--- src/sv/iff_pkg.sv ---
`timescale 1ns / 1ps
// ----------------------------------------------------------------------------
// iff_pkg: shared types and constants for the integer field formatter
// Conversion kinds, flags, radix codes, the descriptor that travels from
// the front end to the back end, and the ASCII constants of the field.
// ----------------------------------------------------------------------------
package iff_pkg;

   typedef enum logic [2:0] {
      KIND_SDEC  = 3'd0,
      KIND_UDEC  = 3'd1,
      KIND_HEXL  = 3'd2,
      KIND_HEXU  = 3'd3,
      KIND_OCT   = 3'd4,
      KIND_PTR   = 3'd5
   } kind_type;

   typedef enum logic [2:0] {
      FLAG_NONE  = 3'd0,
      FLAG_PLUS  = 3'd1,
      FLAG_LEFT  = 3'd2,
      FLAG_SPACE = 3'd3,
      FLAG_ZERO  = 3'd4
   } flag_type;

   typedef enum logic [1:0] {
      RADIX_DEC = 2'd0,
      RADIX_HEX = 2'd1,
      RADIX_OCT = 2'd2
   } radix_type;

   // back end states; emission phases are in field order
   typedef enum logic [3:0] {
      BK_IDLE = 4'd0,
      BK_CONV = 4'd1,
      BK_PRE0 = 4'd2,
      BK_PRE1 = 4'd3,
      BK_LPAD = 4'd4,
      BK_SIGN = 4'd5,
      BK_ZPAD = 4'd6,
      BK_DIG  = 4'd7,
      BK_RPAD = 4'd8
   } back_state_type;

   typedef struct packed {
      radix_type  radix;
      logic       upper;
      logic       prefix;
      flag_type   flag;
      logic       has_sign;
      logic [7:0] sign_char;
      logic [5:0] width;
   } desc_type;

   localparam logic [7:0] CHAR_ZERO      = 8'h30;
   localparam logic [7:0] CHAR_UPPER_OFS = 8'h37;
   localparam logic [7:0] CHAR_LOWER_OFS = 8'h57;
   localparam logic [7:0] CHAR_MINUS     = 8'h2D;
   localparam logic [7:0] CHAR_PLUS      = 8'h2B;
   localparam logic [7:0] CHAR_SPACE     = 8'h20;
   localparam logic [7:0] CHAR_X         = 8'h78;

endpackage

--- src/sv/iff_front.sv ---
`timescale 1ns / 1ps
// ----------------------------------------------------------------------------
// iff_front: request classification
// Decodes conversion kind and flag, takes the magnitude of the value, picks
// the sign character and saturates the field width, then pushes a
// descriptor into the queue.
// ----------------------------------------------------------------------------
module iff_front #(
   parameter int MAX_WIDTH  = 60,
   parameter int VALUE_BITS = 32
) (
   input  logic                   req_valid,
   output logic                   req_stall,
   input  logic [31:0]            req_value,
   input  logic [2:0]             req_type,
   input  logic [2:0]             req_flag,
   input  logic [5:0]             req_field_width,
   output logic                   push_valid,
   input  logic                   queue_full,
   output logic [VALUE_BITS-1:0]  push_mag,
   output iff_pkg::desc_type      push_desc
);

   logic [VALUE_BITS-1:0] value_bits;
   logic                  is_signed;
   logic                  negative;
   iff_pkg::flag_type     flag_norm;

   assign req_stall  = queue_full;
   assign push_valid = req_valid;
   assign value_bits = req_value[VALUE_BITS-1:0];

   always_comb begin
      push_desc.radix  = iff_pkg::RADIX_DEC;
      push_desc.upper  = 1'b0;
      push_desc.prefix = 1'b0;
      is_signed        = 1'b0;
      case (iff_pkg::kind_type'(req_type))
         iff_pkg::KIND_SDEC: begin
            is_signed = 1'b1;
         end
         iff_pkg::KIND_HEXL: begin
            push_desc.radix = iff_pkg::RADIX_HEX;
         end
         iff_pkg::KIND_HEXU: begin
            push_desc.radix = iff_pkg::RADIX_HEX;
            push_desc.upper = 1'b1;
         end
         iff_pkg::KIND_OCT: begin
            push_desc.radix = iff_pkg::RADIX_OCT;
         end
         iff_pkg::KIND_PTR: begin
            push_desc.radix  = iff_pkg::RADIX_HEX;
            push_desc.prefix = 1'b1;
         end
         default: begin
            // unknown kinds format as unsigned decimal
            push_desc.radix = iff_pkg::RADIX_DEC;
         end
      endcase

      case (iff_pkg::flag_type'(req_flag))
         iff_pkg::FLAG_PLUS:  flag_norm = iff_pkg::FLAG_PLUS;
         iff_pkg::FLAG_LEFT:  flag_norm = iff_pkg::FLAG_LEFT;
         iff_pkg::FLAG_SPACE: flag_norm = iff_pkg::FLAG_SPACE;
         iff_pkg::FLAG_ZERO:  flag_norm = iff_pkg::FLAG_ZERO;
         default:             flag_norm = iff_pkg::FLAG_NONE;
      endcase
      push_desc.flag = flag_norm;

      negative = is_signed && value_bits[VALUE_BITS-1];
      // most negative value wraps to 2^(n-1), which is the right magnitude
      push_mag = negative ? (~value_bits + {{(VALUE_BITS-1){1'b0}}, 1'b1}) : value_bits;

      push_desc.has_sign  = 1'b0;
      push_desc.sign_char = iff_pkg::CHAR_SPACE;
      if (negative) begin
         push_desc.has_sign  = 1'b1;
         push_desc.sign_char = iff_pkg::CHAR_MINUS;
      end else if (is_signed && flag_norm == iff_pkg::FLAG_PLUS) begin
         push_desc.has_sign  = 1'b1;
         push_desc.sign_char = iff_pkg::CHAR_PLUS;
      end else if (is_signed && flag_norm == iff_pkg::FLAG_SPACE) begin
         push_desc.has_sign  = 1'b1;
         push_desc.sign_char = iff_pkg::CHAR_SPACE;
      end

      push_desc.width = (req_field_width > 6'(MAX_WIDTH)) ? 6'(MAX_WIDTH) : req_field_width;
   end

endmodule

--- config.mk ---
export PLATFORM = sky130hd
export DESIGN_NAME = iff_front
export DESIGN_NICKNAME = d
export VERILOG_FILES = /design/src/sv/iff_pkg.sv /design/src/sv/iff_front.sv
export SDC_FILE = /design/constraint.sdc
export NUM_CORES = 1
export LEC_CHECK = 0
export BUFFER_PORTS_ARGS = -buffer_cell sky130_fd_sc_hd__buf_2
export CAP_MARGIN = 20
export CORE_MARGIN = 5
export CORE_UTILIZATION = 32
export DETAILED_ROUTE_END_ITERATION = 10
export PLACE_DENSITY = 0.91
export SYNTH_ARGS = -nofsm -noshare
export SYNTH_HDL_FRONTEND = slang
export SYNTH_SLANG_ARGS = --single-unit
--- constraint.sdc ---
create_clock -name vclk -period 1.52
set_clock_uncertainty 0.1 [all_clocks]
set_input_delay 0.076 -clock vclk [all_inputs]
set_output_delay 0.076 -clock vclk [all_outputs]
set_load 0.005 [all_outputs]
**After elaboration in Yosys (flattened, before gate mapping)**

Cells that the tools add are included.

- Register bits after elaboration: 0
- Bits in latches: 0
- Bits in writable memories: 0
- ROM bits: 0
- Bits of input ports: 46
- Output and inout bits: 56
- Memories: 0

- Add/sub/neg operators: 1
- Multipliers: 0
- Div/mod/pow operators: 0
- $lt $le $gt $ge: 1
- Equality and inequality tests: 10
- Shifts and indexed selects: 0
- Mux-type cells: 10
- Bitwise gates (word level): 1
- Reduce and logical (&&, ||, !) cells: 5

Operator list:

| kind | number |
|---|---|
| $add A32 B1 Y32 const B | 1 |
| $mux W32 | 1 |
| $not A32 Y32 | 1 |
| $mux W9 | 3 |
| $eq A3 B2 Y1 const B | 5 |
| $pmux W3 S4 | 1 |
| $eq A3 B3 Y1 const B | 3 |
| $eq A3 B1 Y1 const B | 2 |
| $gt A6 B6 Y1 const B | 1 |
| $mux W6 | 1 |
| $pmux W2 S2 | 1 |
| $logic_and A1 B1 Y1 | 3 |
| $logic_not A3 Y1 | 1 |
| $mux W1 | 3 |
| $reduce_or A3 Y1 | 1 |

**Depth between registers and ports, before layout**

Gate-level depths: netlist of run 1.

- Word-level depth: 7
- Depth in mapped cells: 6
- Mapped depth without buffers: 5

**Least setup slack after synthesis of run 1**

Ideal clock, no wire load.

- Path type: input -> output
- Start point: input req_value[21]
- End point: output push_mag[27]
- Data arrival time: 1.411 ns
- Data required time: 1.344 ns
- Path slack: -0.067 ns
- Stages on the path: 4
- Path buffers: 0
- Cell sequence: or4_1 -> nor4_4 -> a41oi_1 -> xor2_1

- Word-level cells in the longest chain between the ends: 3

Ends and longest elaborated chain:

| element | line | text |
|---|---|---|
| start, declared | iff_front.sv:14 | `input logic [31:0] req_value,` |
| $not A32 Y32 | iff_front.sv:73 | `push_mag = negative ? (~value_bits + {{(VALUE_BITS-1){1'b0}}, 1'b1}) : value_bits;` |
| $add A32 B1 Y32 | iff_front.sv:73 |  |
| $mux W32 | iff_front.sv:73 |  |
| end, declared | iff_front.sv:20 | `output logic [VALUE_BITS-1:0] push_mag,` |

Every way passes these cells.

**Worst setup path in the final report of run 1**

- Start point: input req_value[13]
- End point: output push_mag[29]

Same word-level chain as after synthesis.

==> impl_metrics.env, run 1 <==
export IMPL_outcome="complete, but fails checks"
export IMPL_failed_checks="negative setup slack"
export IMPL_grt_pass1_vias=1399
export IMPL_yosysUniqueCellTypes=33
export IMPL_p_comb_share_pct=100.0
export IMPL_grt_first_pass_wirelength_mm=6.08
export IMPL_p_int_mw=0.210
export IMPL_period_share_pct=118
export IMPL_leakage_nw=0.957
export IMPL_crit_required_ps=1340
export IMPL_critPathArrivalTime_ps=1620
export IMPL_fin_ws_ps=-273
export IMPL_setup_violations_final=13
export IMPL_drcViolationCount=0
export IMPL_register_area_um2=0
export IMPL_seq_cells=0
export IMPL_switching_share_pct=46.9
export IMPL_viasPerCell=4.95
export IMPL_slew_viol_final=0
export IMPL_cp_end_kind="primary output"
export IMPL_wl_per_cell_um=13.7
export IMPL_worstPathMaxFanout=4
export IMPL_vias=1392
export IMPL_p_seq_share_pct=0
export IMPL_die_h_um=62.8
export IMPL_worstPathCellList="buf_6 -> or4_4 -> nor4_4 -> buf_2 -> a31oi_2 -> xor2_1 -> buf_2"
export IMPL_place_ws_ps=-277
export IMPL_nNetsFinal=299
export IMPL_initial_utilization_pct=32.9
export IMPL_io_pins=102
export IMPL_grt_max_degree=21
export IMPL_period_minus_slack_ps=1790
export IMPL_grt_usage_pct=17.6
export IMPL_ant_nets=0
export IMPL_p_clk_share_pct=0
export IMPL_critical_path_slowest_cell="or4_4"
export IMPL_netlist_area_um2=891
export IMPL_coreArea_um2=2710
export IMPL_start_kind="input pin"
export IMPL_final_core_utilization_pct=65.0
export IMPL_maxCapViolations=0
export IMPL_globalRouteOverflowTotal=0
export IMPL_dieArea_um2=3940
export IMPL_syn_to_final_growth_pct=97.6
export IMPL_postCtsSetupBuffers=0
export IMPL_die_x_um=62.8
export IMPL_fmax_mhz=558
export IMPL_cts_hold_fix_buffers=0
export IMPL_holdCritPathClass="input pin to primary output"
export IMPL_rows=19
export IMPL_drt_pass1_iterations=4
export IMPL_clkbuf_count=0
export IMPL_power_density_nw_per_um2=225
export IMPL_worstSetupPathType="input pin to primary output"
export IMPL_yosysWarningCount=0
export IMPL_antenna_found_initial=0
export IMPL_n_antenna_cell=0
export IMPL_place_gp_congestion=0.737
export IMPL_p_sw_mw=0.186
export IMPL_rsz0062_at_grt="true"
export IMPL_hold_violations=0
export IMPL_synth_area_per_cell_um2=6.50
export IMPL_placed_area_um2=1570
export IMPL_yosysSeqAreaShare_pct=0
export IMPL_tns_ps=-2520
export IMPL_synth_cells=137
export IMPL_io_buffers=94
export IMPL_total_power_mw=0.396
export IMPL_drive_gt1_share_pct=60.0
export IMPL_peakVddDrop_mv=0.158
export IMPL_hpwl_mm=3.02
export IMPL_drtIter0Drc=96
export IMPL_totalWireLength_mm=3.86
export IMPL_design_area_um2=1760
export IMPL_crit_top_cell="buf_2"
export IMPL_cpPeakStageDelay_ps=550
==> cells in the mapped netlist, types with 2 or more instances <==
| cell | count | area share (%) |
|---|---|---|
| a31oi_1 | 14 | 9.8 |
| buf_2 | 2 | 1.1 |
| nor4_1 | 2 | 1.4 |
| buf_4 | 9 | 7.6 |
| and4b_1 | 2 | 2.2 |
| a21oi_1 | 8 | 4.5 |
| nor3_1 | 7 | 3.9 |
| xor2_1 | 21 | 21 |
| nor2b_1 | 3 | 2.1 |
| o21a_1 | 2 | 1.7 |
| and2_1 | 2 | 1.4 |
| conb_1 | 2 | 0.84 |
| nor2_1 | 14 | 5.9 |
| inv_1 | 8 | 3.4 |
| o21ai_0 | 2 | 1.1 |
| xnor2_1 | 8 | 7.9 |
| nand2_1 | 6 | 2.5 |
| or4_1 | 2 | 1.7 |
| a41oi_1 | 2 | 2.0 |
| clkbuf_1 | 7 | 2.9 |
| nor3b_1 | 2 | 1.7 |
==> cell usage in the layout, fill, tap and decap left out, types with 2 or more instances in the layout <==
cell / instances
buf_2: 89
buf_4: 31
xor2_1: 21
nor2_1: 14
a31oi_1: 10
xnor2_1: 8
inv_1: 7
buf_6: 7
nor3_1: 6
nand2_1: 5
a21oi_2: 4
conb_1: 4
nor2b_1: 3
nor4_4: 3
a31oi_2: 3
a21oi_1: 3
nor3b_1: 2
o21a_1: 2
and2_1: 2
or4_4: 2
a41oi_2: 2
==> worst paths after layout <==
| path | end | slack (ps) | startpoint | cells after the start |
|---|---|---|---|---|
| worst max-delay path | push_mag[29] | -270 | req_value[13] | 7 |
| worst min-delay path | push_valid | 50 | req_valid | 0 |
==> what timing repair did <==
item | 4_1_cts | 5_1_grt
gates resized for setup | 21 | 16
pin swaps | 9 | 5
hold endpoints to repair | 0 | 0
endpoints found under the setup margin | 23 | 23
cloned | 2 | 0
==> power by group through the flow <==
stage | Clock [mW] | Combinational, mW | Sequential (mW)
3_5_place_dp | 0 | 0.362 | 0
3_3_place_gp | 0 | 0.350 | 0
2_1_floorplan | 0 | 0.141 | 0
6_report | 0 | 0.396 | 0
4_1_cts | 0 | 0.382 | 0
5_1_grt | 0 | 0.433 | 0
==> worst max-delay path, delay by kind of cell <==
family / cells / cell delay [ps]
buffers and inverters: 3 / 440
and+or+nand+nor: 2 / 840
AOI/OAI and AO/OA: 1 / 100
xor gates and xnor gates: 1 / 160
==> metal layers <==
metal | wire length, µm | track usage [%]
met1 | 1370 | 17.7
met4 | 21 | 1.86
met3 | 257 | 2.70
met5 | 0 | 0
met2 | 2210 | 37.4
==> logic make-up after synthesis <==
family / count (synthesis) / share of synthesized area [%]
AND/OR/NAND/NOR: 47 / 31.3
XOR/XNOR: 29 / 28.5
multiplexers: 1 / 1.12
other: 2 / 0.843
buffers and inverters: 26 / 15.0
adder cells (fa/ha/maj): 1 / 1.40
AO/OA/AOI/OAI: 31 / 21.8
==> stage by stage <==
stage,std cells,hold slack (ps)
after floorplan,139,82.2
after global placement,279,52.0
after detailed placement,279,52.0
after CTS,281,52.0
after global routing,281,52.0
final,281,52.0
==> cell type report <==
cell class         instances  area (µm²)
well taps                 31        38.8
inverters                  8        30.0
multi-input cells        113         900
repair buffers           129         792
fillers                  247         950
No activity file was read; power rests on OpenSTA's default activity.
==> run 2: changes to the inputs <==
clock period = 1.59 ns   (was 1.52 ns; I/O delays follow)
==> impl_metrics.env, run 2 (synthesis results as in run 1) <==
export IMPL_design_area_um2=1740
export IMPL_wl_met1_mm=1.32
export IMPL_start_kind="input pin"
export IMPL_maxCapViolations=0
export IMPL_crit_required_ps=1410
export IMPL_leakage_nw=0.919
export IMPL_drt_pass1_iterations=4
export IMPL_register_area_um2=0
export IMPL_critical_path_slowest_cell="or4_4"
export IMPL_worstPathCellList="buf_6 -> or4_4 -> nor4_4 -> buf_4 -> a31oi_1 -> xor2_1 -> buf_2"
export IMPL_antenna_found_initial=0
export IMPL_dieArea_um2=3940
export IMPL_nNetsFinal=292
export IMPL_cpPeakStageDelay_ps=550
export IMPL_period_share_pct=113
export IMPL_dr_max_layer_used="met4"
export IMPL_fin_ws_ps=-208
export IMPL_final_common_cell="buf_2"
export IMPL_peakVddDrop_mv=0.132
export IMPL_die_h_um=62.8
export IMPL_initial_utilization_pct=32.9
export IMPL_setup_violations_final=10
export IMPL_vias=1385
export IMPL_slew_viol_final=0
export IMPL_hold_violations=0
export IMPL_wl_per_cell_um=14.0
export IMPL_layout_common_cells="buf_2, buf_4, xor2_1, nor2_1, buf_6"
export IMPL_grt_usage_pct=16.5
export IMPL_outcome="complete, but fails checks"
export IMPL_clkbuf_count=0
export IMPL_wl_met2_mm=2.24
export IMPL_holdCritPathClass="input pin to primary output"
export IMPL_syn_to_final_growth_pct=95.2
export IMPL_globalRouteOverflowTotal=0
export IMPL_totalWireLength_mm=3.85
export IMPL_grt_pass1_vias=1358
export IMPL_n_antenna_cell=0
export IMPL_hpwl_mm=2.81
export IMPL_viasPerCell=5.05
export IMPL_drive_gt1_share_pct=58.4
export IMPL_die_x_um=62.8
export IMPL_grt_first_pass_wirelength_mm=5.80
export IMPL_io_buffers=94
export IMPL_failed_checks="negative setup slack"
export IMPL_wl_met3_um=251
export IMPL_drtIter0Drc=42
export IMPL_coreArea_um2=2710
export IMPL_worstSetupPathType="input pin to primary output"
export IMPL_critPathArrivalTime_ps=1620
export IMPL_drcViolationCount=0
export IMPL_period_minus_slack_ps=1800
export IMPL_fmax_mhz=556
export IMPL_rows=19
export IMPL_grt_max_degree=28
export IMPL_io_pins=102
export IMPL_placed_area_um2=1500
export IMPL_tns_ps=-1610
export IMPL_power_density_nw_per_um2=211
export IMPL_seq_cells=0
export IMPL_cp_end_kind="primary output"
export IMPL_ant_nets=0
export IMPL_rsz0062_at_grt="true"
export IMPL_worstPathMaxFanout=4
export IMPL_place_gp_congestion=0.770
[run 2: changes by cell type in the layout (fill, tap and decap cells not counted), moves of 2 or more]
cell     change
buf_6        +4
a31oi_4      +4
a21oi_2      -4
a31oi_2      -3
nor4_2       +2
buf_4        -9
a21oi_1      +4
[run 2: worst paths after layout]
| kind | start | endpoint | slack, ps | depth (start not counted) |
|---|---|---|---|---|
| hold / removal | req_valid | push_valid | 60 | 0 |
| setup / recovery | req_value[21] | push_mag[25] | -210 | 7 |
[run 2: timing repair]
item / 4_1_cts / 5_1_grt
gates resized for setup: 15 / 26
pin swaps: 7 / 14
cloned: 2 / 0
hold buffers: 0 / 0
endpoints found under the hold margin: 0 / 0
setup endpoints to repair: 12 / 21
setup buffers: 0 / 1
[run 2: final cells by class]
class | instances | area (µm²)
Timing Repair Buffer | 122 | 749
Multi-Input combinational cell | 113 | 917
Inverter | 8 | 33.8
Fill cell | 251 | 971
Tap cell | 31 | 38.8
[run 2: metal layers]
| metal | global-route usage (%) | vias up |
|---|---|---|
| met4 | 2.39 | 0 |
| li1 | - | 686 |
| met3 | 2.88 | 4 |
| met1 | 16.1 | 629 |
| met2 | 35.4 | 66 |
| met5 | 0 | - |
[run 2: report_power, final]
group,internal (mW),switching (mW)
clock,0,0
sequential,0,0
combinational,0.193,0.174
[run 2: stage by stage]
step	std cells	hold slack [ps]	setup WS [ps]	total power [mW]	utilization, %
6_report	274	59.0	-208	0.366	64.2
5_1_grt	274	59.0	-269	0.402	64.2
4_1_cts	273	59.0	-157	0.343	59.0
3_5_place_dp	271	59.0	-221	0.330	55.5
3_3_place_gp	271	59.0	-186	0.321	55.5
2_1_floorplan	139	89.2	-3.88	0.134	-
[run 2: critical path: cells and delay by family]
family / cells / cell delay [ps]
buffers and inverters: 3 / 430
AOI/OAI and AO/OA: 1 / 100
and+or+nand+nor: 2 / 830
xor gates and xnor gates: 1 / 170
