File: config.mk
export PLATFORM = sky130hd
export DESIGN_NAME = iff_queue
export DESIGN_NICKNAME = d
export VERILOG_FILES = /design/src/sv/iff_queue.sv
export SDC_FILE = /design/constraint.sdc
export NUM_CORES = 1
export LEC_CHECK = 0
export BUFFER_PORTS_ARGS = -buffer_cell sky130_fd_sc_hd__buf_2
export CAP_MARGIN = 40
export CELL_PAD_IN_SITES_DETAIL_PLACEMENT = 1
export CELL_PAD_IN_SITES_GLOBAL_PLACEMENT = 1
export CORE_ASPECT_RATIO = 2
export CORE_MARGIN = 2
export CORE_UTILIZATION = 47
export CTS_CLUSTER_SIZE = 14
export DETAILED_ROUTE_END_ITERATION = 12
export PLACE_DENSITY = 0.86
export SYNTH_ARGS = -nofsm -noshare
export SYNTH_HDL_FRONTEND = slang
export SYNTH_SLANG_ARGS = --single-unit
File: constraint.sdc
create_clock -name clock -period 3.66 [get_ports clock]
set_input_delay 0.549 -clock clock [delete_from_list [all_inputs] [get_ports clock]]
set_output_delay 0.549 -clock clock [all_outputs]
set_load 0.03 [all_outputs]
File: src/sv/iff_queue.sv
`timescale 1ns / 1ps
// ----------------------------------------------------------------------------
// iff_queue: two-entry descriptor queue
// Decouples request classification from digit conversion and emission.
// ----------------------------------------------------------------------------
module iff_queue #(
   parameter int DATA_W = 54
) (
   input  logic              clock,
   input  logic              reset,
   input  logic              push_valid,
   input  logic [DATA_W-1:0] push_data,
   output logic              full,
   input  logic              pop,
   output logic              not_empty,
   output logic [DATA_W-1:0] pop_data
);

   logic [DATA_W-1:0] mem_ff [2];
   logic              wr_ptr_ff;
   logic              wr_ptr_in;
   logic              rd_ptr_ff;
   logic              rd_ptr_in;
   logic [1:0]        count_ff;
   logic [1:0]        count_in;
   logic              push;
   logic              pop_ok;

   assign full      = (count_ff == 2'd2);
   assign not_empty = (count_ff != 2'd0);
   assign push      = push_valid && !full;
   assign pop_ok    = pop && not_empty;
   assign pop_data  = mem_ff[rd_ptr_ff];

   always_comb begin
      wr_ptr_in = push ? ~wr_ptr_ff : wr_ptr_ff;
      rd_ptr_in = pop_ok ? ~rd_ptr_ff : rd_ptr_ff;
      count_in  = count_ff + {1'b0, push} - {1'b0, pop_ok};
   end

   always_ff @(posedge clock) begin
      if (reset) begin
         wr_ptr_ff <= 1'b0;
         rd_ptr_ff <= 1'b0;
         count_ff  <= 2'd0;
      end else begin
         wr_ptr_ff <= wr_ptr_in;
         rd_ptr_ff <= rd_ptr_in;
         count_ff  <= count_in;
      end
   end

   always_ff @(posedge clock) begin
      if (push) begin
         mem_ff[wr_ptr_ff] <= push_data;
      end
   end

endmodule

== Yosys cells after proc, flatten, opt, wreduce, memory -nomap -nowiden ==
Memory sizes are Yosys's and may differ from the RTL's. A register that Yosys moved wholly into a read port is not among the register bits.
Index checks and enable logic that the tools add are counted.

* Reductions and logical operators: 4
* Multiplexer cells: 4
* Add/sub/neg operators: 2
* Bitwise logic cells: 2
* Equality and inequality tests: 1

{| class="wikitable"
|+ Operators by type and width
! operator !! count
|-
| $mux W1 || 4
|-
| $add A2 B1 Y2 || 1
|-
| $eq A2 B2 Y1 const B || 1
|-
| $logic_and A1 B1 Y1 || 2
|-
| $not A1 Y1 || 2
|-
| $reduce_bool A2 Y1 || 1
|-
| $sub A2 B1 Y2 || 1
|-
| $logic_not A1 Y1 || 1
|}

* Logic and storage cells: 17
* RAM bits: 108
* Output and inout bits: 56
* Register bits: 4
* Memories: 1

{| class="wikitable"
|+ Memory list
! name !! words !! bits a word !! read ports !! clocked after memory_dff !! write ports !! RTL line !! source
|-
| mem_ff || 2 || 54 || 1 || 1 || 1 || 19 || <nowiki>logic [DATA_W-1:0] mem_ff [2];</nowiki>
|}

== Depth between registers and ports, before layout ==
Gate-level depths: netlist of run 1.

* Depth after elaboration: 5
* Gate-level depth with buffers: 8
* Mapped depth without buffers: 8

== Worst setup path after synthesis of run 1 ==
OpenSTA, ideal clock, no wires.

* Path kind: input to register
* Start: input port push_valid
* End: memory mem_ff[0][0] (enable)
* Arrival time: 2.002 ns
* Path slack: 1.250 ns
* Buffers on the path: 0
* Setup time: 0.408 ns
* Stages: 3
* Cells stage by stage: inv_1 or3_1 inv_1

* Word-level cells in the longest chain between the ends: 3

{| class="wikitable"
|+ Ends and longest elaborated chain
! item !! RTL line !! source
|-
| start: declaration || 11 || <nowiki>input logic push_valid,</nowiki>
|-
| $logic_and A1 B1 Y1 || 31 || <nowiki>assign push = push_valid && !full;</nowiki>
|-
| $mux W1 || 54 || <nowiki>if (push) begin</nowiki>
|-
| $mux W1 (implied by the code) || 55 || <nowiki>mem_ff[wr_ptr_ff] <= push_data;</nowiki>
|-
| end: declaration || 19 ||
|}

No other way between the ends.

==> results.ini, run 1 <==
[outcome]
status = completed

[floorplanning]
dieArea_um2 = 9590
die_x_um = 70.3
num_rows = 48
core_area_um2 = 8590
die_height_um = 137
design.portCount = 114
start_util_pct = 48.1

[clock_tree]
root_buffer = clkbuf_16
cts_max_level = 4
cts_inserted_buffers = 17
cts_setup_buffers = 0
worstSkewPairLatency_ns = 0.40
cts_resized = 0
cts.sink_count = 113
clock_path_buffers = 2
hold_buffers = 0
clkSlewWorstSetupHoldPaths_ns = 0.05
cts_tree = yes

[sta]
fin_ws_ns = 1.03
fin_skew_ns = 0.00536
setup_viol = 0
hold_viol = 0
max_slew_margin_pct = 64.3
setup_tns_ns = 0
fmax_ghz = 0.381
final.min_clock_period_ns = 2.63
worst_pin_slew_ns = 0.535
drv_slew = 0
period_share_pct = 71.8
rsz0062_at_grt = false

[setup_path]
critPathSlowestCell = dfxtp_2
cp.required_ns = 3.11
crit_arrival_ns = 2.08
start_kind = flip-flop
critPathKind = flip-flop to primary output
crit_fanout = 24
slowest_delay_ns = 0.66
r2r_cells = 5
worst-r2r-setup-slack_ns = 1.64
endpoint_kind = primary output
r2r-end = mem_ff[0][29]$_DFFE_PP_
r2r_start = count_ff[0]$_SDFF_PP0_
path_cells = buf_4 > mux2_2 > buf_2

[place]
place_congestion = 0.802
portBuffers = 113
hpwl_um = 6360
pre_cts_ws_ns = 1.43

[detailed_routing]
ant_nets = 0
totalWireLength_um = 9290
first_pass_iters = 4
wl_met3_um = 354
highest_layer = met4
drt_iter0_drc = 155
met2_length_um = 5690
met1_length_um = 2960
vias = 2240
drc = 0
via_per_inst = 5.10
wl_per_cell_um = 21.2

[logic_synthesis]
syn_inst = 194
synthesis.area_um2 = 4130
syn_nets = 254
yosys.cell_types.count = 20
synth_warnings = 0
ys_seq_elements = 113
avgSynthCellArea_um2 = 21.3
yosysSeqAreaShare_pct = 81.0

[layout]
final_common_cell = buf_2
area_growth_syn_to_layout_pct = 30.2
antenna_cells = 0
regArea_um2 = 3340
fin_nets = 386
drive_above_1_share_pct = 60.8
fillers = 776
multi_input_area_um2 = 727
final_cell_mix = 113 x buf_2, 108 x edfxtp_1, 54 x mux2_2, 17 x clkbuf_16, 6 x buf_4

[run]
maxCapViolCount = 0

[hold_path]
hp-start = push_data[45]
holdPathStages = 1
hold_class = primary input to flip-flop
min_to = mem_ff[0][45]$_DFFE_PP_

[global_route]
grt_pass1_vias = 2506
grt_max_degree = 25
grt.overflow.total = 0
antenna_found_initial = 0
grt_pass1_wl_um = 13800
grtUsageTotal_pct = 20.4

[power_and_ir_drop]
power_leakage_nw = 2.08
cellPowerDensity_nw_per_um2 = 801
irDropWorstVdd_v = 0.000532

critical path: cells and delay by family (launching register included):
family | cells | cell delay, ns
buffers and inverters | 2 | 0.61
DFF | 1 | 0.66
muxes | 1 | 0.39
where the power goes:
| part | switching [mW] | internal, mW |
|---|---|---|
| Sequential | 0.0778 | 1.61 |
| Clock | 0.537 | 0.986 |
| Combinational | 0.710 | 0.384 |
Yosys cell counts:
| cell type | n | area share [%] |
|---|---|---|
| a21oi_1 | 1 | 0.12 |
| and3_2 | 1 | 0.18 |
| buf_2 | 1 | 0.12 |
| buf_4 | 5 | 0.91 |
| dfxtp_1 | 5 | 2.4 |
| edfxtp_1 | 108 | 79 |
| ha_1 | 2 | 0.61 |
| inv_1 | 3 | 0.27 |
| inv_2 | 1 | 0.091 |
| mux2_2 | 54 | 15 |
| nand2_1 | 1 | 0.091 |
| nand2b_2 | 1 | 0.21 |
| nor2_1 | 3 | 0.27 |
| nor2b_1 | 1 | 0.15 |
| o21a_1 | 1 | 0.18 |
| o21ai_0 | 1 | 0.12 |
| or2_2 | 1 | 0.15 |
| or3_1 | 1 | 0.15 |
| xnor2_1 | 2 | 0.42 |
| xor2_1 | 1 | 0.21 |
through the flow:
step	instances	util [%]	total power, mW	instance area (um^2)	hold slack, ns
global placement	407	56.1	2.76	4820	0.466
detailed placement	407	56.1	2.81	4820	0.513
floorplan	194	-	2.48	4130	0.451
global route	439	62.6	4.46	5380	0.322
CTS	439	62.6	4.36	5380	0.318
finish	439	62.6	4.30	5380	0.339
logic make-up after synthesis:
kind of cell,Yosys count,synth area share (%)
DFF,113,81.0
muxes,54,14.7
buffers and inverters,10,1.39
and+or+nand+nor,9,1.21
AOI/OAI and AO/OA,3,0.424
xor gates and xnor gates,3,0.637
adders and majority gates,2,0.606
worst max path at each step:
stage	slack, ns	end	cells past startpoint
finish	1.03	pop_data[35]	3
global route	0.94	pop_data[35]	3
CTS	0.99	pop_data[35]	3
detailed placement	1.43	mem_ff[0][28]$_DFFE_PP_	5
global placement	1.45	pop_data[34]	3
floorplan	1.25	mem_ff[0][0]$_DFFE_PP_	3
metal layers:
metal  vias to the layer above  global-route usage, %
li1                       1024                      -
met1                      1115                   18.9
met2                        85                   38.6
met3                        16                   5.67
met4                         0                   11.9
met5                         -                      0
state kept, by name (all words and copies together), names as in the netlist, named ones only:
| name | cells |
|---|---|
| count_ff | 2 |
| mem_ff | 108 |
| rd_ptr_ff | 1 |
| wr_ptr_ff | 1 |
cell type report:
class,instances,share of cell area [%]
Clock buffer,19,8.05
Timing Repair Buffer,119,11.4
Multi-Input combinational cell,71,13.5
Tap cell,100,2.33
Sequential cell,113,62.2
Clock inverter,13,2.23
Inverter,4,0.279
No activity file was read; power rests on OpenSTA's default activity.
==> inputs of run 2 (changes only) <==
--- a/config.mk
+++ b/config.mk
@@ -11,10 +11,10 @@
 export CELL_PAD_IN_SITES_GLOBAL_PLACEMENT = 1
 export CORE_ASPECT_RATIO = 2
 export CORE_MARGIN = 2
-export CORE_UTILIZATION = 47
+export CORE_UTILIZATION = 43
 export CTS_CLUSTER_SIZE = 14
 export DETAILED_ROUTE_END_ITERATION = 12
-export PLACE_DENSITY = 0.86
+export PLACE_DENSITY = 0.8
 export SYNTH_ARGS = -nofsm -noshare
 export SYNTH_HDL_FRONTEND = slang
 export SYNTH_SLANG_ARGS = --single-unit
==> constraint.sdc (replaced) <==
create_clock -name clock -period 2.7 [get_ports clock]
set_input_delay 0.405 -clock clock [delete_from_list [all_inputs] [get_ports clock]]
set_output_delay 0.405 -clock clock [all_outputs]
set_load 0.03 [all_outputs]
==> run 2 against run 1 <==
Net effect: routed wire length down 7.7%; clock skew down 0.0014 ns; global-route usage down 2.8 points; largest power group unchanged.
==> results.ini, run 2 (same netlist as run 1, synthesis figures left out) <==
[setup_path]
cp.required_ns = 2.30
critPathSlowestCell = mux2_2
start_kind = flip-flop
endpoint_kind = primary output
r2r_start = count_ff[0]$_SDFF_PP0_
cp-endpoint = pop_data[9]
crit_fanout = 54
crit_buf_inv = 2
cp.depth = 3
slowest_delay_ns = 0.40
worst-r2r-setup-slack_ns = 0.79
r2r-end = mem_ff[0][53]$_DFFE_PP_
critPathKind = flip-flop to primary output
r2r_cells = 5
path_cells = buf_12 > mux2_2 > buf_2
critPathTopFamily = buffers and inverters
crit_arrival_ns = 1.60

[floorplanning]
num_rows = 50
die_height_um = 143
start_util_pct = 44.3
core_area_um2 = 9320
design.portCount = 114
die_x_um = 73.3
dieArea_um2 = 10400

[power_and_ir_drop]
p_sw_mw = 1.73
cellPowerDensity_nw_per_um2 = 1070
power.internal_mw = 4.04
seqPwrFrac_pct = 38.8
swShare_pct = 29.9
power_leakage_nw = 2.07
irDropWorstVdd_v = 0.000688
pwr-share-comb_pct = 26.5
p_clk_share_pct = 34.7

[sta]
fin_skew_ns = 0.00394
max_slew_margin_pct = 61.5
setup_tns_ns = 0
drv_slew = 0
rsz0062_at_grt = false
worst_pin_slew_ns = 0.578
fmax_ghz = 0.498
setup_viol = 0
hold_viol = 0
final.min_clock_period_ns = 2.01
fin_ws_ns = 0.691
period_share_pct = 74.4

[layout]
drive_above_1_share_pct = 59.5
largest_reg_flops = 108
final_cell_mix = 113 x buf_2, 108 x edfxtp_1, 54 x mux2_2, 17 x clkbuf_16, 6 x clkinv_1
fillers = 857
area_growth_syn_to_layout_pct = 30.6
regMostFlops = mem_ff
fin_nets = 385
finalNonFillerCells = 442
top_regs = mem_ff (108), count_ff (2)
final_common_cell = buf_2

[clock_tree]
clkSlewWorstSetupHoldPaths_ns = 0.05
cts.sink_count = 113
cts_tree = yes
worstSkewPairLatency_ns = 0.40
hold_buffers = 0
cts_max_level = 4
cts_setup_buffers = 0
cts_resized = 0
cts_inserted_buffers = 17
clock_path_buffers = 2
root_buffer = clkbuf_16

[outcome]
status = completed

[place]
hpwl_um = 5880
portBuffers = 113
place_congestion = 0.757
dp_cells = 410
pre_cts_ws_ns = 0.764

[global_route]
grtUsageTotal_pct = 17.6
antenna_found_initial = 0
grt_pass1_wl_um = 12800
grt_pass1_vias = 2427
grt.overflow.total = 0
grt_max_degree = 55

[detailed_routing]
first_pass_iters = 4
wl_per_cell_um = 19.4
totalWireLength_um = 8570
drt_iter0_drc = 68
drc = 0
ant_nets = 0
via_per_inst = 5.01
vias = 2216

[hold_path]
hold_class = primary input to flip-flop

[run]
maxCapViolCount = 0

run 2: how the worst min path moves through the flow:
stage	startpoint	end	depth (start not counted)	slack, ns
floorplan	wr_ptr_ff$_SDFFE_PP0N_	wr_ptr_ff$_SDFFE_PP0N_	2	0.45
global placement	wr_ptr_ff$_SDFFE_PP0N_	wr_ptr_ff$_SDFFE_PP0N_	2	0.48
detailed placement	wr_ptr_ff$_SDFFE_PP0N_	wr_ptr_ff$_SDFFE_PP0N_	2	0.49
CTS	push_data[13]	mem_ff[0][13]$_DFFE_PP_	1	0.17
global route	push_data[17]	mem_ff[1][17]$_DFFE_PP_	1	0.17
finish	push_data[4]	mem_ff[1][4]$_DFFE_PP_	1	0.19
run 2: area by class of cell:
cell class / instances / area [um^2] / area share, %
inverter: 4 / 15.0 / 0.278
antenna: 2 / 5.00 / 0.0928
sequential: 113 / 3340 / 62.0
clock inverter: 11 / 97.6 / 1.81
clock buffer: 19 / 433 / 8.03
timing repair buffer: 118 / 641 / 11.9
multi-input combinational: 71 / 727 / 13.5
tap: 104 / 130 / 2.41
run 2: worst register-to-register path, cell delays in order (launching register included):
cell,delay [ns]
dfxtp_1,0.37
nand2b_2,0.17
inv_2,0.05
or3_1,0.34
inv_2,0.41
buf_4,0.29
run 2: power by group through the flow:
stage	Sequential [mW]	Combinational, mW	Clock (mW)
finish	2.24	1.53	2.00
global route	2.26	1.62	2.13
CTS	2.25	1.56	2.05
detailed placement	2.28	1.55	0
global placement	2.26	1.52	0
floorplan	2.26	1.11	0
run 2: per-layer routing:
metal / GRT usage (%) / wire length [um]
met5: 0 / 0
met1: 15.1 / 2730
met2: 32.2 / 5170
met4: 11.3 / 293
met3: 6.52 / 380
run 2: metrics by stage:
stage	hold slack (ns)	instance area [um^2]	utilization, %	power [mW]
final	0.192	5390	57.9	5.77
after global routing	0.172	5390	57.8	6.01
after CTS	0.175	5390	57.8	5.85
after detailed placement	0.487	4860	52.1	3.83
after global placement	0.481	4860	52.1	3.78
after floorplan	0.451	4130	-	3.37
==> inputs of run 3 (changes only) <==
--- a/config.mk
+++ b/config.mk
@@ -5,16 +5,17 @@
 export SDC_FILE = /design/constraint.sdc
 export NUM_CORES = 1
 export LEC_CHECK = 0
+export ABC_AREA = 1
 export BUFFER_PORTS_ARGS = -buffer_cell sky130_fd_sc_hd__buf_2
 export CAP_MARGIN = 40
 export CELL_PAD_IN_SITES_DETAIL_PLACEMENT = 1
 export CELL_PAD_IN_SITES_GLOBAL_PLACEMENT = 1
 export CORE_ASPECT_RATIO = 2
 export CORE_MARGIN = 2
-export CORE_UTILIZATION = 43
+export CORE_UTILIZATION = 40
 export CTS_CLUSTER_SIZE = 14
 export DETAILED_ROUTE_END_ITERATION = 12
-export PLACE_DENSITY = 0.8
+export PLACE_DENSITY = 0.77
 export SYNTH_ARGS = -nofsm -noshare
 export SYNTH_HDL_FRONTEND = slang
 export SYNTH_SLANG_ARGS = --single-unit
==> constraint.sdc (replaced) <==
create_clock -name clock -period 1.66 [get_ports clock]
set_input_delay 0.249 -clock clock [delete_from_list [all_inputs] [get_ports clock]]
set_output_delay 0.249 -clock clock [all_outputs]
set_load 0.03 [all_outputs]
==> run 3 against run 2 <==
Net effect: the run now ends with setup timing left; cell count up 13%; synthesized cell count up 6.2%; critical endpoint is now pop_data[47]; critical path type unchanged; sequential power rose by 69%.
==> results.ini, run 3 <==
[logic_synthesis]
synth_warnings = 0
synth_common_cells = 108 x edfxtp_1, 50 x mux2_4, 9 x inv_1, 9 x nor2_1, 8 x nand2_1
synth_most_common_cell = edfxtp_1
synth-async-reset-ratio_pct = 0
synth.top_cell.area_share_pct = 73.7
ys_top_cells_by_area = edfxtp_1 74%, mux2_4 17%, buf_12 2.3%
syn_nets = 266
synthesis.area_um2 = 4400
yosys.cell_types.count = 12
yosysSeqAreaShare_pct = 76.0
yosysTopAreaCell = edfxtp_1
ys_seq_elements = 113
synthFlopType = edfxtp_1
syn_inst = 206
avgSynthCellArea_um2 = 21.3
synth_edf_count = 108

[sta]
holdWs_ns = 0.0142
period_share_pct = 107
max_slew_margin_pct = 81.0
final.min_clock_period_ns = 1.78
setup_viol = 54
worst_pin_slew_ns = 0.284
drv_slew = 0
fmax_ghz = 0.562
hold_viol = 0
setup_tns_ns = -4.01
fin_skew_ns = 0.00652
rsz0062_at_grt = true
fin_ws_ns = -0.119

[place]
hpwl_um = 5980
place_congestion = 0.731
dp_cells = 460
portBuffers = 113

[clock_tree]
root_buffer = clkbuf_16
cts_inserted_buffers = 17
cts_tree = yes
worstSkewPairLatency_ns = 0.40
clock_path_buffers = 2
clkSlewWorstSetupHoldPaths_ns = 0.05
hold_buffers = 0
cts_max_level = 4
cts.sink_count = 113

[power_and_ir_drop]
p_clk_share_pct = 32.8
cellPowerDensity_nw_per_um2 = 1770
power_mw = 11.0
pwr-share-comb_pct = 32.8
power.internal_mw = 7.77
seqPwrFrac_pct = 34.4
p_sw_mw = 3.22
irDropWorstVdd_v = 0.00110
power_leakage_nw = 2.49
swShare_pct = 29.3

[setup_path]
critPathMostFrequentCell = buf_12
path_cells = buf_12 > buf_12 > mux2_4 > buf_6
r2r_start = count_ff[0]$_SDFF_PP0_
crit_arrival_ns = 1.53
endpoint_kind = primary output
critPathKind = flip-flop to primary output
slowest_delay_ns = 0.40
r2r-end = count_ff[1]$_SDFF_PP0_
r2r_cells = 10
critPathSlowestCell = dfxtp_4
cp.required_ns = 1.41
start_kind = flip-flop
crit_fanout = 11
cp-endpoint = pop_data[47]
worst-r2r-setup-slack_ns = 0.19

[detailed_routing]
vias = 2380
wl_per_cell_um = 19.0
totalWireLength_um = 9460
drt_iter0_drc = 101
via_per_inst = 4.78
ant_nets = 0
first_pass_iters = 4
drc = 0

[layout]
drive_above_1_share_pct = 60.8
final_common_cell = edfxtp_1
regMostFlops = mem_ff
finalNonFillerCells = 498
final_cell_mix = 108 x edfxtp_1, 59 x buf_2, 54 x mux2_4, 46 x buf_6, 18 x clkbuf_16
largest_reg_flops = 108
fin_nets = 404
area_growth_syn_to_layout_pct = 41.1
top_regs = mem_ff (108), count_ff (2)

[floorplanning]
dieArea_um2 = 11900
die_height_um = 152
start_util_pct = 40.7
die_x_um = 78.1
core_area_um2 = 10800
design.portCount = 114
num_rows = 54

[global_route]
grtUsageTotal_pct = 16.7
grt_pass1_wl_um = 14500
grt_pass1_vias = 2646
grt_max_degree = 35
antenna_found_initial = 2
grt.overflow.total = 0

[run]
maxCapViolCount = 0

[outcome]
status = complete, but fails checks
violations = setup timing

[hold_path]
hold_class = primary input to flip-flop

## run 3: changes by cell type after synthesis, moves of 6 or more
| cell | before | now |
|---|---|---|
| nor2_1 | 3 | 9 |
| nand2_1 | 1 | 8 |
| inv_1 | 3 | 9 |
| mux2_2 | 54 | 4 |
| mux2_4 | 0 | 50 |
## run 3: cell families after synthesis
group	count (synthesis)	share of synthesized area [%]
buf+inv	15	3.30
simple gates	20	1.79
mux	54	18.1
compound gates	2	0.228
fa+ha+maj	2	0.569
flops	113	76.0
## run 3: area by class of cell
class / instances / area, um^2
Timing Repair Buffer: 125 / 1090
Sequential cell: 113 / 3350
Multi-Input combinational cell: 78 / 947
Clock inverter: 10 / 134
Clock buffer: 22 / 464
Fill cell: 988 / 4610
Antenna cell: 1 / 2.50
Inverter: 9 / 37.5
Tap cell: 140 / 175
## run 3: how the worst min path moves through the flow
stage | startpoint | endpoint | slack, ns | depth (start not counted)
after global placement | reset | count_ff[0]$_SDFF_PP0_ | 0.42 | 2
after floorplan | reset | count_ff[0]$_SDFF_PP0_ | 0.31 | 1
after global routing | reset | count_ff[0]$_SDFF_PP0_ | 0.006 | 2
after CTS | reset | count_ff[0]$_SDFF_PP0_ | 0.001 | 2
final | reset | count_ff[0]$_SDFF_PP0_ | 0.01 | 2
after detailed placement | reset | count_ff[0]$_SDFF_PP0_ | 0.43 | 2
## run 3: what timing repair did
item | CTS | global route
gates resized for setup | 100 | 7
gates cloned | 1 | 2
endpoints found under the hold margin | 0 | 0
pin swaps | 0 | 0
setup endpoints to repair | 54 | 54
buffers inserted | 2 | 1
## run 3: per-layer routing
layer / vias to the layer above / GRT usage, % / wire length, um
met5: - / 0 / 16
met4: 2 / 9.77 / 297
met3: 24 / 5.57 / 455
met1: 1200 / 16.0 / 3140
met2: 84 / 30.2 / 5560
li1: 1070 / - / -
## run 3: through the flow
stage	setup WS [ns]	util (%)	cell area, um^2
floorplan	-0.0788	-	4430
global placement	0.245	48.0	5190
detailed placement	0.170	48.0	5190
CTS	-0.146	56.8	6140
global route	-0.170	57.4	6200
finish	-0.119	57.4	6200
## run 3: worst max-delay path: cells and delay by family, from the launching register on
family | cells | cell delay [ns]
mux | 1 | 0.32
flops | 1 | 0.40
buf+inv | 3 | 0.40
## run 3: power by group through the flow
| stage | clock network [mW] | registers [mW] | logic, mW |
|---|---|---|---|
| 3_3_place_gp | 0 | 3.79 | 2.88 |
| 4_1_cts | 3.68 | 3.78 | 3.55 |
| 2_1_floorplan | 0 | 3.77 | 2.26 |
| 6_report | 3.60 | 3.78 | 3.61 |
| 5_1_grt | 3.80 | 3.83 | 3.80 |
| 3_5_place_dp | 0 | 3.83 | 2.94 |
